### config.mk
export PLATFORM = sky130hd
export DESIGN_NAME = wmsel_back_flat
export DESIGN_NICKNAME = d
export VERILOG_FILES = /design/src/sv/wmsel_pkg.sv /design/src/sv/wmsel_out_if.sv /design/src/sv/wmsel_back.sv /design/src/flat_wrapper.sv
export SDC_FILE = /design/constraint.sdc
export NUM_CORES = 1
export LEC_CHECK = 0
export ABC_AREA = 1
export BUFFER_PORTS_ARGS = -buffer_cell sky130_fd_sc_hd__buf_2
export CAP_MARGIN = 20
export CORE_ASPECT_RATIO = 0.6
export CORE_MARGIN = 2
export CORE_UTILIZATION = 56
export CTS_CLUSTER_SIZE = 20
export DETAILED_ROUTE_END_ITERATION = 8
export PLACE_DENSITY = 0.85
export SLEW_MARGIN = 5
export SYNTH_ARGS = -nofsm -noshare
export SYNTH_HDL_FRONTEND = slang
export SYNTH_SLANG_ARGS = --single-unit
### constraint.sdc
create_clock -name clk -period 5.3 [get_ports clk]
set_clock_uncertainty 0.05 [all_clocks]
set_input_delay 0.265 -clock clk [delete_from_list [all_inputs] [get_ports clk]]
set_output_delay 0.265 -clock clk [all_outputs]
set_load 0.05 [all_outputs]
### src/sv/wmsel_pkg.sv
`default_nettype none

package wmsel_pkg;

  localparam logic [3:0] KMER_LENGTH_RESET = 4'd8;
  localparam logic [15:0] RANK_ALL_ONES = 16'hFFFF;

  localparam int QUEUE_DEPTH = 4;
  localparam int QUEUE_PTR_W = $clog2(QUEUE_DEPTH);
  localparam int QUEUE_CNT_W = $clog2(QUEUE_DEPTH + 1);

  localparam int STORE_DEPTH = 65536;
  localparam int STORE_ADDR_W = 16;
  localparam int RANK_W = 16;

  localparam logic [7:0] CHAR_A_UPPER = 8'h41;
  localparam logic [7:0] CHAR_C_UPPER = 8'h43;
  localparam logic [7:0] CHAR_G_UPPER = 8'h47;
  localparam logic [7:0] CHAR_T_UPPER = 8'h54;
  localparam logic [7:0] CHAR_A_LOWER = 8'h61;
  localparam logic [7:0] CHAR_C_LOWER = 8'h63;
  localparam logic [7:0] CHAR_G_LOWER = 8'h67;
  localparam logic [7:0] CHAR_T_LOWER = 8'h74;

  localparam logic [1:0] BASE_A = 2'd0;
  localparam logic [1:0] BASE_C = 2'd1;
  localparam logic [1:0] BASE_G = 2'd2;
  localparam logic [1:0] BASE_T = 2'd3;

  // One classified item as it travels from the front to the back.
  typedef struct packed {
    logic        is_seq;
    logic        last;
    logic        complete;
    logic        first;
    logic        is_short;
    logic [15:0] addr;
    logic [15:0] rank;
    logic [5:0]  end_pos;
  } op_t;

  typedef struct packed {
    logic        we;
    logic        re;
    logic [15:0] addr;
    logic [15:0] wdata;
  } ram_req_t;

  function automatic logic [1:0] base_code(input logic [7:0] ch);
    logic [1:0] code;
    unique case (ch)
      CHAR_A_UPPER, CHAR_A_LOWER: code = BASE_A;
      CHAR_C_UPPER, CHAR_C_LOWER: code = BASE_C;
      CHAR_G_UPPER, CHAR_G_LOWER: code = BASE_G;
      CHAR_T_UPPER, CHAR_T_LOWER: code = BASE_T;
      default: code = BASE_A;
    endcase
    return code;
  endfunction

endpackage

`default_nettype wire

### src/sv/wmsel_out_if.sv
`default_nettype none

interface wmsel_out_if;
  logic        valid;
  logic        ready;
  logic [15:0] minimizer_code;
  logic [5:0]  end_position;
  logic        window_short;

  modport source (output valid, minimizer_code, end_position, window_short, input ready);
  modport sink (input valid, minimizer_code, end_position, window_short, output ready);
endinterface

`default_nettype wire

### src/sv/wmsel_back.sv
`default_nettype none

module wmsel_back (
  input  wire logic             clk,
  input  wire logic             rst,
  input  wire wmsel_pkg::op_t   head_op,
  input  wire logic             head_valid,
  output logic                  pop,
  output wmsel_pkg::ram_req_t   ram_req,
  input  wire logic [15:0]      ram_rdata,
  wmsel_out_if.source           result
);

  wmsel_pkg::op_t op;
  logic           op_valid;
  logic           advance;
  logic           take;
  logic [15:0]    best_code;
  logic [15:0]    best_rank;
  logic [5:0]     best_end;
  logic [15:0]    best_code_next;
  logic [15:0]    best_rank_next;
  logic [5:0]     best_end_next;
  logic           emit;

  // The rank lookup stage stalls only when it holds a window's final item and the
  // output register is still occupied.
  assign advance = !(op_valid && op.is_seq && op.last && result.valid && !result.ready);
  assign pop     = advance && head_valid;

  always_comb begin
    ram_req       = '0;
    ram_req.addr  = head_op.addr;
    ram_req.wdata = head_op.rank;
    ram_req.we    = pop && !head_op.is_seq;
    ram_req.re    = pop && head_op.is_seq && head_op.complete;
  end

  assign take = op.complete && (op.first || ram_rdata < best_rank);
  assign best_code_next = take ? op.addr : best_code;
  assign best_rank_next = take ? ram_rdata : best_rank;
  assign best_end_next  = take ? op.end_pos : best_end;
  assign emit = op_valid && advance && op.is_seq && op.last;

  always_ff @(posedge clk) begin
    if (advance) begin
      op <= head_op;
    end
  end

  always_ff @(posedge clk) begin
    if (rst) begin
      op_valid  <= 1'b0;
      best_code <= '0;
      best_rank <= wmsel_pkg::RANK_ALL_ONES;
      best_end  <= '0;
    end else begin
      if (advance) begin
        op_valid <= head_valid;
      end
      if (op_valid && advance && op.is_seq) begin
        if (op.last) begin
          best_code <= '0;
          best_rank <= wmsel_pkg::RANK_ALL_ONES;
          best_end  <= '0;
        end else begin
          best_code <= best_code_next;
          best_rank <= best_rank_next;
          best_end  <= best_end_next;
        end
      end
    end
  end

  always_ff @(posedge clk) begin
    if (rst) begin
      result.valid <= 1'b0;
    end else if (emit) begin
      result.valid <= 1'b1;
    end else if (result.ready) begin
      result.valid <= 1'b0;
    end
  end

  always_ff @(posedge clk) begin
    if (emit) begin
      result.minimizer_code <= op.is_short ? 16'd0 : best_code_next;
      result.end_position   <= op.is_short ? 6'd0 : best_end_next;
      result.window_short   <= op.is_short;
    end
  end

endmodule

`default_nettype wire

### src/flat_wrapper.sv
// flat-port wrapper written by rule: the top's interface ports become plain ports
module wmsel_back_flat 
  (clk, rst, head_op, head_valid, pop, ram_req, ram_rdata, result_valid, result_minimizer_code, result_end_position, result_window_short, result_ready);
  wmsel_out_if result_i ();
  input  wire logic clk;
  input  wire logic rst;
  input  wire wmsel_pkg::op_t head_op;
  input  wire logic head_valid;
  output logic pop;
  output wmsel_pkg::ram_req_t ram_req;
  input  wire logic [15:0] ram_rdata;
  output wire logic [$bits(result_i.valid)-1:0] result_valid;
  output wire logic [$bits(result_i.minimizer_code)-1:0] result_minimizer_code;
  output wire logic [$bits(result_i.end_position)-1:0] result_end_position;
  output wire logic [$bits(result_i.window_short)-1:0] result_window_short;
  input wire logic [$bits(result_i.ready)-1:0] result_ready;
  assign result_valid = result_i.valid;
  assign result_minimizer_code = result_i.minimizer_code;
  assign result_end_position = result_i.end_position;
  assign result_window_short = result_i.window_short;
  assign result_i.ready = result_ready;
  wmsel_back u_core (.clk(clk), .rst(rst), .head_op(head_op), .head_valid(head_valid), .pop(pop), .ram_req(ram_req), .ram_rdata(ram_rdata), .result(result_i));
endmodule
Word level (Yosys, flattened, before mapping)
Index checks and enable logic that the tools add are counted.
- input port bits: 63
- logic and storage cells: 43
- flip-flop bits (word level): 90
- $lt $le $gt $ge: 1
- reductions and logical operators: 19
- muxes and demuxes: 8
- operators by type and width (cell ; number):
    $mux 16 ; 4
    $lt 16x16->1 ; 1
    $logic_and 1x1->1 ; 12
    $mux 6 ; 2
    $reduce_bool 2->1 ; 2
    $logic_not 1->1 ; 3
    $mux 1 ; 2
    $reduce_and 2->1 ; 1
    $logic_or 1x1->1 ; 1

Logic depth before layout (Yosys ltp)
Gate-level depths: netlist of the first run.
- depth after elaboration: 9
- gate-level depth with buffers: 16

Worst setup path after synthesis of the first run
Ideal clock, no wire load.
- path kind: register -> output
- start: register u_core.op[41] in the netlist's numbering
- end: output port ram_req[32] in the netlist's numbering
- arrival time: 2.583 ns
- cell stages (with the launch flop): 8
- required time: 4.985 ns
- slack: 2.402 ns
- cell sequence: edfxtp_1 -> inv_2 -> nor2_2 -> nand2_2 -> inv_2 -> nor2_1 -> inv_1 -> nor2_1
- RTL lines (what ; line ; source):
    start, declared ; wmsel_back.sv:14 ; wmsel_pkg::op_t op;
    start signal, assigned ; wmsel_back.sv:47 ; op <= head_op;
    end, declared ; flat_wrapper.sv:10 ; output wmsel_pkg::ram_req_t ram_req;

Final worst setup path of the first run
- start: register u_core.op[41] in the netlist's numbering
- end: register u_core.best_rank[13]
- longest elaborated chain between the ends: 7
- ends and longest elaborated chain (what ; line ; source):
    $logic_and 1x1->1 (3 in a row) ; wmsel_back.sv:28 ; assign advance = !(op_valid && op.is_seq && op.last && result.valid && !result.ready);
    $logic_not 1->1 ; wmsel_back.sv:28 ;
    $logic_and 1x1->1 (2 in a row) ; wmsel_back.sv:61 ; if (op_valid && advance && op.is_seq) begin
    $reduce_and 2->1 (no source line) ; -- ;
    end signal, assigned ; wmsel_back.sv:55 ; best_rank <= wmsel_pkg::RANK_ALL_ONES;
    end signal, assigned ; wmsel_back.sv:64 ; best_rank <= wmsel_pkg::RANK_ALL_ONES;
    end signal, assigned ; wmsel_back.sv:68 ; best_rank <= best_rank_next;
    end, declared ; wmsel_back.sv:19 ; logic [15:0] best_rank;
Several ways; a longest one is shown, not always the timed one.
A chain may end at the register's enable or synchronous reset.

==> results.txt, run 1 <==
Ys Warns = 0
via count of the first global-routing pass = 3054
placed cell areas = 4540 um2
Crit Path Category = reg -> reg
post-route setup slack = 2.01 ns
core area = 7360 um2
Post-synth EDFFs = 50
area growth from synthesis to layout = 11.9%
wire length of the first global-routing pass = 15300 um
placed instance count = 622
largest fanout on the critical path = 29
initial antenna violation count = 0
required time of the critical path = 5.52 ns
run status = finished clean
critical path endpoint category = flop
largest net degree at the start of global routing = 30
routed length per instance = 14.6 um
DRT Pass-1 Iters = 7
number of clock sinks = 90
number of unique standard cell types used by synthesis = 27
clock root buffer master = sky130_fd_sc_hd__clkbuf_16
TritonCTS Buffers = 9
delay-heaviest family, CP = simple AND/OR/NAND/NOR gates
measured slew at the worst slew-check pin = 0.803 ns
Fmax = 304 MHz
number of diodes added for antenna fixing = 0
Hold-fix buffers, CTS = 0
kind of launch point of the worst setup path = flop
instance count of the mapped netlist = 481
HP Class = in -> reg
IR drop worst, VDD = 209 uV
setup slack after placement = 1.97 ns
Async SR Flop Fraction = 0%
routed via count = 3374
buffers plus inverters on the worst setup path = 4
Clock transition at path regs = 0.06 ns
final-report hold violation count = 0
reported leakage power = 2.35 nW
Ports = 122
power density over cell area = 326 nW/um2
register bit count reported by yosys = 90
clock latency reported for the late side of the worst-skew pair = 0.34 ns
placement row count = 24
Max-Slew Margin vs Limit = 46.4%
height of the chip = 72.0 um
synthesized area divided by synthesized cell count = 8.97 um2
Period minus WS final = 3.29 ns
number of input and output port buffers inserted = 89
count of non-filler cells in the finished layout = 638
Power Total = 1.57 mW
total congestion overflow after global routing = 0
setup violation total in the final timing report = 0
fraction of layout instances using a drive strength above 1 = 24.0%
number of DRC markers after the initial detailed-route iteration = 462
final design area excluding fillers = 4830 um2
data arrival at the endpoint of the critical path = 3.51 ns
final weighted congestion in routability-driven placement = 0.805
cell breakdown of the critical path = inv_2 -> nor2_2 -> nand2_2 -> inv_2 -> nor2_2 -> inv_4 -> nor2_4 -> inv_6 -> nand2_4 -> o21ai_0 -> nand3_1
critical path's largest stage delay = 0.70 ns
final max-slew violation count = 0
fraction of the yosys area taken by sequential cells = 53.4%
total negative slack = 0 ns
count of cells resized by post-cts repair = 0
number of maximum-capacitance constraint violations = 0
Crit-path slowest cell = sky130_fd_sc_hd__edfxtp_1
Post-DP HPWL = 6790 um
Detail Route Antenna Nets = 0
die area = 8440 um2
clock tree from TritonCTS = built
Die W = 117 um
number of buffers added for setup after CTS = 0
via density per instance = 5.29
H-tree depth reported by CTS = 3
Tcrit/Tclk final = 62.1%
net count reported at finish = 607
Starting Density = 58.6%
Netlist Area Pre-Place = 4310 um2
syn_nets = 559
# DRC = 0
global-route usage over all layers = 24.0%
Bufs on Longest Clock Path = 2
Routed WL = 9340 um
setup repair after global routing missed its margin = no
Main synth FF type = sky130_fd_sc_hd__edfxtp_1
final timing paths:
check | start | end | slack (ns) | cells after the start
max | u_core.op[41] | u_core.best_rank[13] | 2.01 | 11
min | head_op[39] | u_core.op[39] | 0.05 | 1
max reg2reg | u_core.op[41] | u_core.best_rank[13] | 2.01 | 11
min reg2reg | u_core.best_code[4] | u_core.best_code[4] | 0.41 | 2
final cells by class:
class,count,area (um2)
repair buffers,90,453
well taps,104,130
clock inverters,6,55.1
flip-flops and latches,90,2300
clock buffers,10,229
multi-input cells,264,1370
inverters,74,285
fillers,542,2530
cells by family after synthesis:
| kind of cell | after synthesis | synth area share [%] |
|---|---|---|
| fa+ha+maj | 15 | 4.35 |
| compound gates | 49 | 6.61 |
| buf+inv | 127 | 14.8 |
| simple gates | 200 | 20.8 |
| flops | 90 | 53.4 |
per-stage QoR:
step           util [%]  hold WS (ns)
2_1_floorplan         -         0.314
3_3_place_gp       61.7         0.394
3_5_place_dp       61.7         0.393
4_1_cts            65.6        0.0360
5_1_grt            65.6        0.0447
6_report           65.6        0.0473
routing by layer:
metal  up-vias  part of all wire [%]  GRT usage, %
met5         -                     0             0
met4         0                   1.4          8.76
met3        15                    11          5.10
li1       1631                     -             -
met1      1531                    45          37.3
met2       197                    42          33.2
sequential cells by signal (all words and copies together), names as in the netlist:
register / cells
u_core.op: 27
u_core.best_code: 16
u_core.best_rank: 16
u_core.result.minimizer_code: 16
u_core.best_end: 6
u_core.result.end_position: 6
u_core.op_valid: 1
u_core.result.valid: 1
u_core.result.window_short: 1
placed cells by master (no fill, tap or decap), types with 3 or more instances in the layout:
cell type / instances
sky130_fd_sc_hd__a21oi_1: 30
sky130_fd_sc_hd__buf_2: 89
sky130_fd_sc_hd__clkbuf_16: 9
sky130_fd_sc_hd__clkinv_1: 3
sky130_fd_sc_hd__dfxtp_1: 40
sky130_fd_sc_hd__edfxtp_1: 50
sky130_fd_sc_hd__ha_1: 15
sky130_fd_sc_hd__inv_1: 67
sky130_fd_sc_hd__inv_2: 4
sky130_fd_sc_hd__inv_4: 3
sky130_fd_sc_hd__nand2_1: 83
sky130_fd_sc_hd__nand2_2: 3
sky130_fd_sc_hd__nand3_1: 77
sky130_fd_sc_hd__nor2_1: 29
sky130_fd_sc_hd__o21ai_0: 8
sky130_fd_sc_hd__o21ai_2: 10
power breakdown:
group / internal (mW) / total, mW / switching (mW)
sequential: 0.761 / 0.778 / 0.0169
combinational: 0.0520 / 0.173 / 0.121
clock: 0.362 / 0.620 / 0.258
cells in the mapped netlist, drive strengths merged (2+ instances only):
master  count  area, um2
dfxtp      40        801
a21oi      30        150
nor2       32        133
nor3        2       10.0
buf        44        319
edfxtp     50       1500
nand2      88        353
inv        73        282
clkbuf      9       35.0
nand3      78        403
ha         15        188
o21ai      18        128
No activity file was read; power rests on OpenSTA's default activity.
==> inputs of run 2 (changes only) <==
- CORE_UTILIZATION: 56 -> 47
- PLACE_DENSITY: 0.85 -> 0.76
- clock period: 5.3 -> 3 ns (I/O delays scaled with it)
==> results.txt, run 2 (same netlist as run 1, synthesis figures left out) <==
run status = finished clean (unchanged)
IR drop worst, VDD = 299 uV (was 209 uV)
Ports = 122 (unchanged)
fill cell instance count of the final layout = 781 (was 542)
final weighted congestion in routability-driven placement = 0.812 (was 0.805)
Post-DP HPWL = 6640 um (was 6790 um)
global-route usage over all layers = 19.8% (was 24.0%)
measured slew at the worst slew-check pin = 0.752 ns (was 0.803 ns)
clock latency reported for the late side of the worst-skew pair = 0.33 ns (was 0.34 ns)
placement row count = 27 (was 24)
Clock transition at path regs = 0.06 ns (about the same)
cell breakdown of the critical path = dlygate4sd3_1 -> buf_2 -> ha_1 -> nand2_1 -> inv_1 -> nand3_1 -> nor3_1 -> nand2_1 -> nand2_2 -> nand2_4 -> nand2_2 -> nand2_1 -> nand2_1 -> nor2_1 (was inv_2 -> nor2_2 -> nand2_2 -> inv_2 -> nor2_2 -> inv_4 -> nor2_4 -> inv_6 -> nand2_4 -> o21ai_0 -> nand3_1)
wire length of the first global-routing pass = 15500 um (was 15300 um)
H-tree depth reported by CTS = 3 (unchanged)
# DRC = 0 (unchanged)
footprint of the multi-input gates = 1370 um2 (unchanged)
number of maximum-capacitance constraint violations = 0 (unchanged)
count of non-filler cells in the finished layout = 684 (was 638)
clock tree from TritonCTS = built (unchanged)
power density over cell area = 538 nW/um2 (was 326 nW/um2)
number of DRC markers after the initial detailed-route iteration = 270 (was 462)
area growth from synthesis to layout = 20.0% (was 11.9%)
final-report hold violation count = 0 (unchanged)
total congestion overflow after global routing = 0 (unchanged)
core area = 9050 um2 (was 7360 um2)
Bufs on Longest Clock Path = 2 (unchanged)
via density per instance = 4.95 (was 5.29)
required time of the critical path = 3.01 ns (was 5.52 ns)
placed instance count = 637 (was 622)
data arrival at the endpoint of the critical path = 2.54 ns (was 3.51 ns)
number of clock sinks = 90 (unchanged)
most used cells in the layout excluding fill and tap cells = sky130_fd_sc_hd__buf_2 (89), sky130_fd_sc_hd__nand2_1 (83), sky130_fd_sc_hd__nand3_1 (77) (unchanged)
Crit Path Category = in -> reg (was reg -> reg)
final max-slew violation count = 0 (unchanged)
number of input and output port buffers inserted = 89 (unchanged)
Final Core Density = 57.2% (was 65.6%)
clock root buffer master = sky130_fd_sc_hd__clkbuf_16 (unchanged)
net count reported at finish = 641 (was 607)
kind of launch point of the worst setup path = primary input (was flop)
delay-heaviest family, CP = simple AND/OR/NAND/NOR gates (unchanged)
most frequent standard cell in the layout excluding fill and tap cells = sky130_fd_sc_hd__buf_2 (unchanged)
critical path endpoint category = flop (unchanged)
Max-Slew Margin vs Limit = 49.8% (was 46.4%)
count of cells resized by post-cts repair = 0 (unchanged)
initial antenna violation count = 0 (unchanged)
critical path's largest stage delay = 0.55 ns (was 0.70 ns)
height of the chip = 78.2 um (was 72.0 um)
die area = 9980 um2 (was 8440 um2)
total negative slack = 0 ns (unchanged)
routed via count = 3388 (was 3374)
register area = 2300 um2 (unchanged)
number of diodes added for antenna fixing = 0 (unchanged)
Routed WL = 9500 um (was 9340 um)
Starting Density = 47.6% (was 58.6%)
DRT Pass-1 Iters = 5 (was 7)
Tcrit/Tclk final = 84.5%
setup repair after global routing missed its margin = no (unchanged)
Period minus WS final = 2.53 ns
largest net degree at the start of global routing = 29 (was 30)
Detail Route Antenna Nets = 0 (unchanged)
via count of the first global-routing pass = 3158 (was 3054)
register with the most flip-flops = u_core.op (unchanged)
most frequent cell on the critical path = sky130_fd_sc_hd__nand2_1
Crit-path slowest cell = sky130_fd_sc_hd__dlygate4sd3_1 (was sky130_fd_sc_hd__edfxtp_1)
setup violation total in the final timing report = 0 (unchanged)
reported leakage power = 2.48 nW (was 2.35 nW)
HP Class = in -> reg (unchanged)
TritonCTS Buffers = 9 (unchanged)
Fmax = 395 MHz
fraction of layout instances using a drive strength above 1 = 23.2% (was 24.0%)
largest fanout on the critical path = 24 (was 29)
routed length per instance = 13.9 um (was 14.6 um)
flip-flop count of the largest register after layout = 27 (unchanged)
Die W = 128 um (was 117 um)
buffers plus inverters on the worst setup path = 3 (was 4)
## run 2: cell types whose count changed in the layout (fill, tap and decap cells not counted), sizes merged
cell	delta
clkinv	-1
inv	-2
clkbuf	+1
clkinvlp	+2
buf	+3
dlygate4sd3	+31
## run 2: area by class of cell
class	count	area share, %
flip-flops and latches	90	44.5
multi-input cells	264	26.5
repair buffers	124	15.2
inverters	74	5.51
clock buffers	11	4.49
well taps	116	2.80
clock inverters	5	1.06
## run 2: worst register-to-register path, cell delays in order, from the launching register on
cell                      delay (ns)
sky130_fd_sc_hd__dfxtp_1        0.33
sky130_fd_sc_hd__inv_1          0.05
sky130_fd_sc_hd__ha_1           0.30
sky130_fd_sc_hd__nand2_1        0.08
sky130_fd_sc_hd__inv_1          0.06
sky130_fd_sc_hd__nand3_1        0.07
sky130_fd_sc_hd__nor3_1         0.16
sky130_fd_sc_hd__nand2_1        0.09
sky130_fd_sc_hd__nand2_2        0.08
sky130_fd_sc_hd__nand2_4        0.15
sky130_fd_sc_hd__nand2_2        0.39
sky130_fd_sc_hd__nand2_1        0.15
sky130_fd_sc_hd__nand2_1        0.11
sky130_fd_sc_hd__nor2_1         0.04
## run 2: routing by layer
metal	share of wire, %	vias up	GRT usage [%]	routed length [um]
li1	-	1691	-	-
met1	49	1550	28.5	4620
met2	43	129	29.7	4050
met3	7.5	18	5.18	712
met4	1.3	0	5.38	119
met5	0	-	0	0
## run 2: metrics by stage
step	hold slack, ns	setup WS [ns]	total power, mW	instance area, um2
global placement	0.250	0.720	1.69	4580
finish	0.00886	0.466	2.79	5180
global route	0.00725	0.190	2.90	5180
detailed placement	0.250	0.641	1.70	4580
floorplan	0.199	0.217	1.68	4310
CTS	0.0000371	0.522	2.80	5180
## run 2: what timing repair did
action	4_1_cts	5_1_grt
hold endpoints to repair	31	0
hold buffers	31	0
buffers inserted	0	0
## run 2: where the power goes
group	internal, mW	switching (mW)	leakage (nW)	total [mW]
logic	0.120	0.218	1.51	0.338
registers	1.34	0.0264	0.837	1.37
clock network	0.642	0.435	0.136	1.08
total	2.11	0.679	2.48	2.79
## run 2: path summary, 6_finish.rpt
kind | from | endpoint | slack [ns] | cells after the start
worst max-delay path | ram_rdata[15] | u_core.result.end_position[5] | 0.47 | 14
worst min-delay path | ram_rdata[5] | u_core.best_rank[5] | 0.009 | 3
worst max register to register | u_core.best_rank[15] | u_core.result.end_position[5] | 0.61 | 13
worst min register to register | u_core.best_code[12] | u_core.best_code[12] | 0.42 | 2
==> inputs of run 3 (changes only) <==
- clock period: 3 -> 2.1 ns (I/O delays scaled with it)
==> results.txt, run 3 (same netlist as run 1, synthesis figures left out) <==
Logic pwr share = 16.5% (was 12.1%)
die area = 9980 um2 (unchanged)
Max-Slew Margin vs Limit = 42.6% (was 49.8%)
global-route usage over all layers = 21.2% (was 19.8%)
number of clock sinks = 90 (unchanged)
Bufs on Longest Clock Path = 2 (unchanged)
TritonCTS Buffers = 9 (unchanged)
setup violation total in the final timing report = 58 (was 0)
Die W = 128 um (unchanged)
clock latency reported for the late side of the worst-skew pair = 0.35 ns (was 0.33 ns)
register with the most flip-flops = u_core.op (unchanged)
Period minus WS final = 2.34 ns
Detail Route Antenna Nets = 0 (unchanged)
final-report hold violation count = 0 (unchanged)
final max-slew violation count = 0 (unchanged)
fill cell instance count of the final layout = 584 (was 781)
required time of the critical path = 2.31 ns (was 3.01 ns)
data arrival at the endpoint of the critical path = 2.55 ns (was 2.54 ns)
flip-flop count of the largest register after layout = 27 (unchanged)
count of cells along the worst hold path = 3 (unchanged)
IR drop worst, VDD = 513 uV (was 299 uV)
DRT Pass-1 Iters = 5 (unchanged)
largest net degree at the start of global routing = 29 (unchanged)
critical path endpoint category = flop (unchanged)
number of input and output port buffers inserted = 89 (unchanged)
switching portion of total power = 29.1% (was 24.4%)
number of DRC markers after the initial detailed-route iteration = 451 (was 270)
Clock transition at path regs = 0.08 ns (was 0.06 ns)
via count of the first global-routing pass = 3466 (was 3158)
Final Core Density = 67.2% (was 57.2%)
setup slack after placement = -0.0180 ns (was 0.641 ns)
fraction of layout instances using a drive strength above 1 = 42.4% (was 23.2%)
Tcrit/Tclk final = 111%
area growth from synthesis to layout = 41.1% (was 20.0%)
largest fanout on the critical path = 8 (was 24)
initial antenna violation count = 0 (unchanged)
clock tree from TritonCTS = built (unchanged)
placement row count = 27 (unchanged)
Fmax = 428 MHz
core area = 9050 um2 (unchanged)
final weighted congestion in routability-driven placement = 0.862 (was 0.812)
violations in the final reports = setup timing
clock root buffer master = sky130_fd_sc_hd__clkbuf_16 (unchanged)
Clk pwr share = 37.6% (was 38.7%)
Final Hold Slack = 0.0168 ns (was 0.00886 ns)
footprint of the multi-input gates = 1870 um2 (was 1370 um2)
HP Class = in -> reg (unchanged)
wire length of the first global-routing pass = 16400 um (was 15500 um)
total negative slack = -8.14 ns (was 0 ns)
cell count of the worst reg-to-reg path = 12 (was 13)
run status = finished, violations left (was finished clean)
setup repair after global routing missed its margin = yes (was no)
most frequent standard cell in the layout excluding fill and tap cells = sky130_fd_sc_hd__buf_2 (unchanged)
endpoint of the worst-slack reg-to-reg timing path = u_core.best_rank[11] (was u_core.result.end_position[5])
number of maximum-capacitance constraint violations = 0 (unchanged)
measured slew at the worst slew-check pin = 0.860 ns (was 0.752 ns)
total congestion overflow after global routing = 0 (unchanged)
switching power = 1.24 mW (was 679 uW)
endpoint with the worst hold slack = u_core.op_valid (was u_core.best_rank[5])
post-route setup slack = -0.238 ns (was 0.466 ns)
Internal = 3.03 mW (was 2.11 mW)
worst hold path startpoint = head_valid (was ram_rdata[5])
via density per instance = 5.56 (was 4.95)
Crit Path Category = in -> reg (unchanged)
Power Total = 4.27 mW (was 2.79 mW)
Ports = 122 (unchanged)
kind of launch point of the worst setup path = primary input (unchanged)
power density over cell area = 702 nW/um2 (was 538 nW/um2)
Worst R2R Setup Slack = -0.23 ns (was 0.61 ns)
register area = 2310 um2 (was 2300 um2)
part of the power in registers = 45.9% (was 49.2%)
most used cells in the layout excluding fill and tap cells = sky130_fd_sc_hd__buf_2 (86), sky130_fd_sc_hd__inv_1 (61), sky130_fd_sc_hd__nand3_1 (57) (was sky130_fd_sc_hd__buf_2 (89), sky130_fd_sc_hd__nand2_1 (83), sky130_fd_sc_hd__nand3_1 (77))
height of the chip = 78.2 um (unchanged)
routed via count = 3989 (was 3388)
Routed WL = 13500 um (was 9500 um)
routed length per instance = 18.9 um (was 13.9 um)
Starting Density = 47.6% (unchanged)
H-tree depth reported by CTS = 3 (unchanged)
launching instance or port of the critical path = ram_rdata[10] (was ram_rdata[15])
Crit Reg-Reg Startpoint = u_core.best_rank[15] (unchanged)
Post-DP HPWL = 6780 um (was 6640 um)
net count reported at finish = 674 (was 641)
number of diodes added for antenna fixing = 0 (unchanged)
reported leakage power = 2.76 nW (was 2.48 nW)
# DRC = 0 (unchanged)
==> run 3: cell count changes in the layout (fill, tap and decap cells not counted), moves of 7 or more <==
cell	before	now
sky130_fd_sc_hd__buf_4	4	12
sky130_fd_sc_hd__ha_4	0	9
sky130_fd_sc_hd__nand2_2	3	32
sky130_fd_sc_hd__dfxtp_2	0	10
sky130_fd_sc_hd__dlygate4sd3_1	31	41
sky130_fd_sc_hd__nand3_2	0	19
sky130_fd_sc_hd__dfxtp_1	40	30
sky130_fd_sc_hd__buf_6	0	8
sky130_fd_sc_hd__ha_1	15	6
sky130_fd_sc_hd__nand3_1	77	57
sky130_fd_sc_hd__o21ai_0	8	1
sky130_fd_sc_hd__nand2_1	83	46
==> run 3: power by group through the flow <==
stage | Combinational (mW) | Clock, mW | Sequential (mW)
floorplan | 0.404 | 0 | 2.00
global placement | 0.446 | 0 | 1.99
detailed placement | 0.459 | 0 | 1.99
CTS | 0.524 | 1.59 | 1.95
global route | 0.744 | 1.67 | 1.97
finish | 0.704 | 1.61 | 1.96
==> run 3: worst max path at each step <==
stage | end | slack [ns] | cells past startpoint
finish | u_core.best_rank[11] | -0.24 | 13
global route | u_core.best_end[0] | -0.27 | 13
CTS | u_core.result.end_position[1] | -0.004 | 13
detailed placement | u_core.result.minimizer_code[3] | -0.02 | 14
global placement | u_core.result.minimizer_code[3] | 0.06 | 14
floorplan | ram_req[32] | 0.02 | 7
==> run 3: cell type report <==
cell class	instances	share of cell area, %
Sequential cell	90	38.0
Multi-Input combinational cell	266	30.7
Timing Repair Buffer	155	19.3
Inverter	74	4.73
Clock buffer	9	3.70
Tap cell	116	2.38
Clock inverter	7	1.11
==> run 3: routing by layer <==
| metal | wire length, um | part of all wire, % | GRT usage, % | vias to the layer above |
|---|---|---|---|---|
| li1 | - | - | - | 1768 |
| met1 | 5300 | 39 | 29.3 | 1859 |
| met2 | 6200 | 46 | 31.3 | 293 |
| met3 | 1470 | 11 | 6.41 | 69 |
| met4 | 577 | 4.3 | 8.46 | 0 |
| met5 | 0 | 0 | 0 | - |
==> run 3: per-stage QoR <==
stage / cell area (um2) / instances
floorplan: 4360 / 481
global placement: 4690 / 644
detailed placement: 4690 / 644
CTS: 5420 / 702
global route: 6090 / 717
finish: 6090 / 717
==> run 3: worst max-delay path, stage by stage <==
cell	delay, ns
sky130_fd_sc_hd__dlygate4sd3_1	0.53
sky130_fd_sc_hd__buf_2	0.14
sky130_fd_sc_hd__ha_1	0.32
sky130_fd_sc_hd__nand2_2	0.10
sky130_fd_sc_hd__o21ai_1	0.10
sky130_fd_sc_hd__a21oi_1	0.24
sky130_fd_sc_hd__nand2_2	0.13
sky130_fd_sc_hd__nand2_8	0.16
sky130_fd_sc_hd__buf_6	0.13
sky130_fd_sc_hd__nand3_4	0.16
sky130_fd_sc_hd__nand2_8	0.22
sky130_fd_sc_hd__o21ai_2	0.09
sky130_fd_sc_hd__nand3_1	0.11
==> run 3: what timing repair did <==
item | in CTS | in global routing
pin swaps | 1 | 29
cloned | 0 | 7
hold buffers | 42 | 1
endpoints found under the setup margin | 16 | 60
resized for setup | 3 | 125
buffers inserted | 0 | 10
endpoints found under the hold margin | 43 | 1
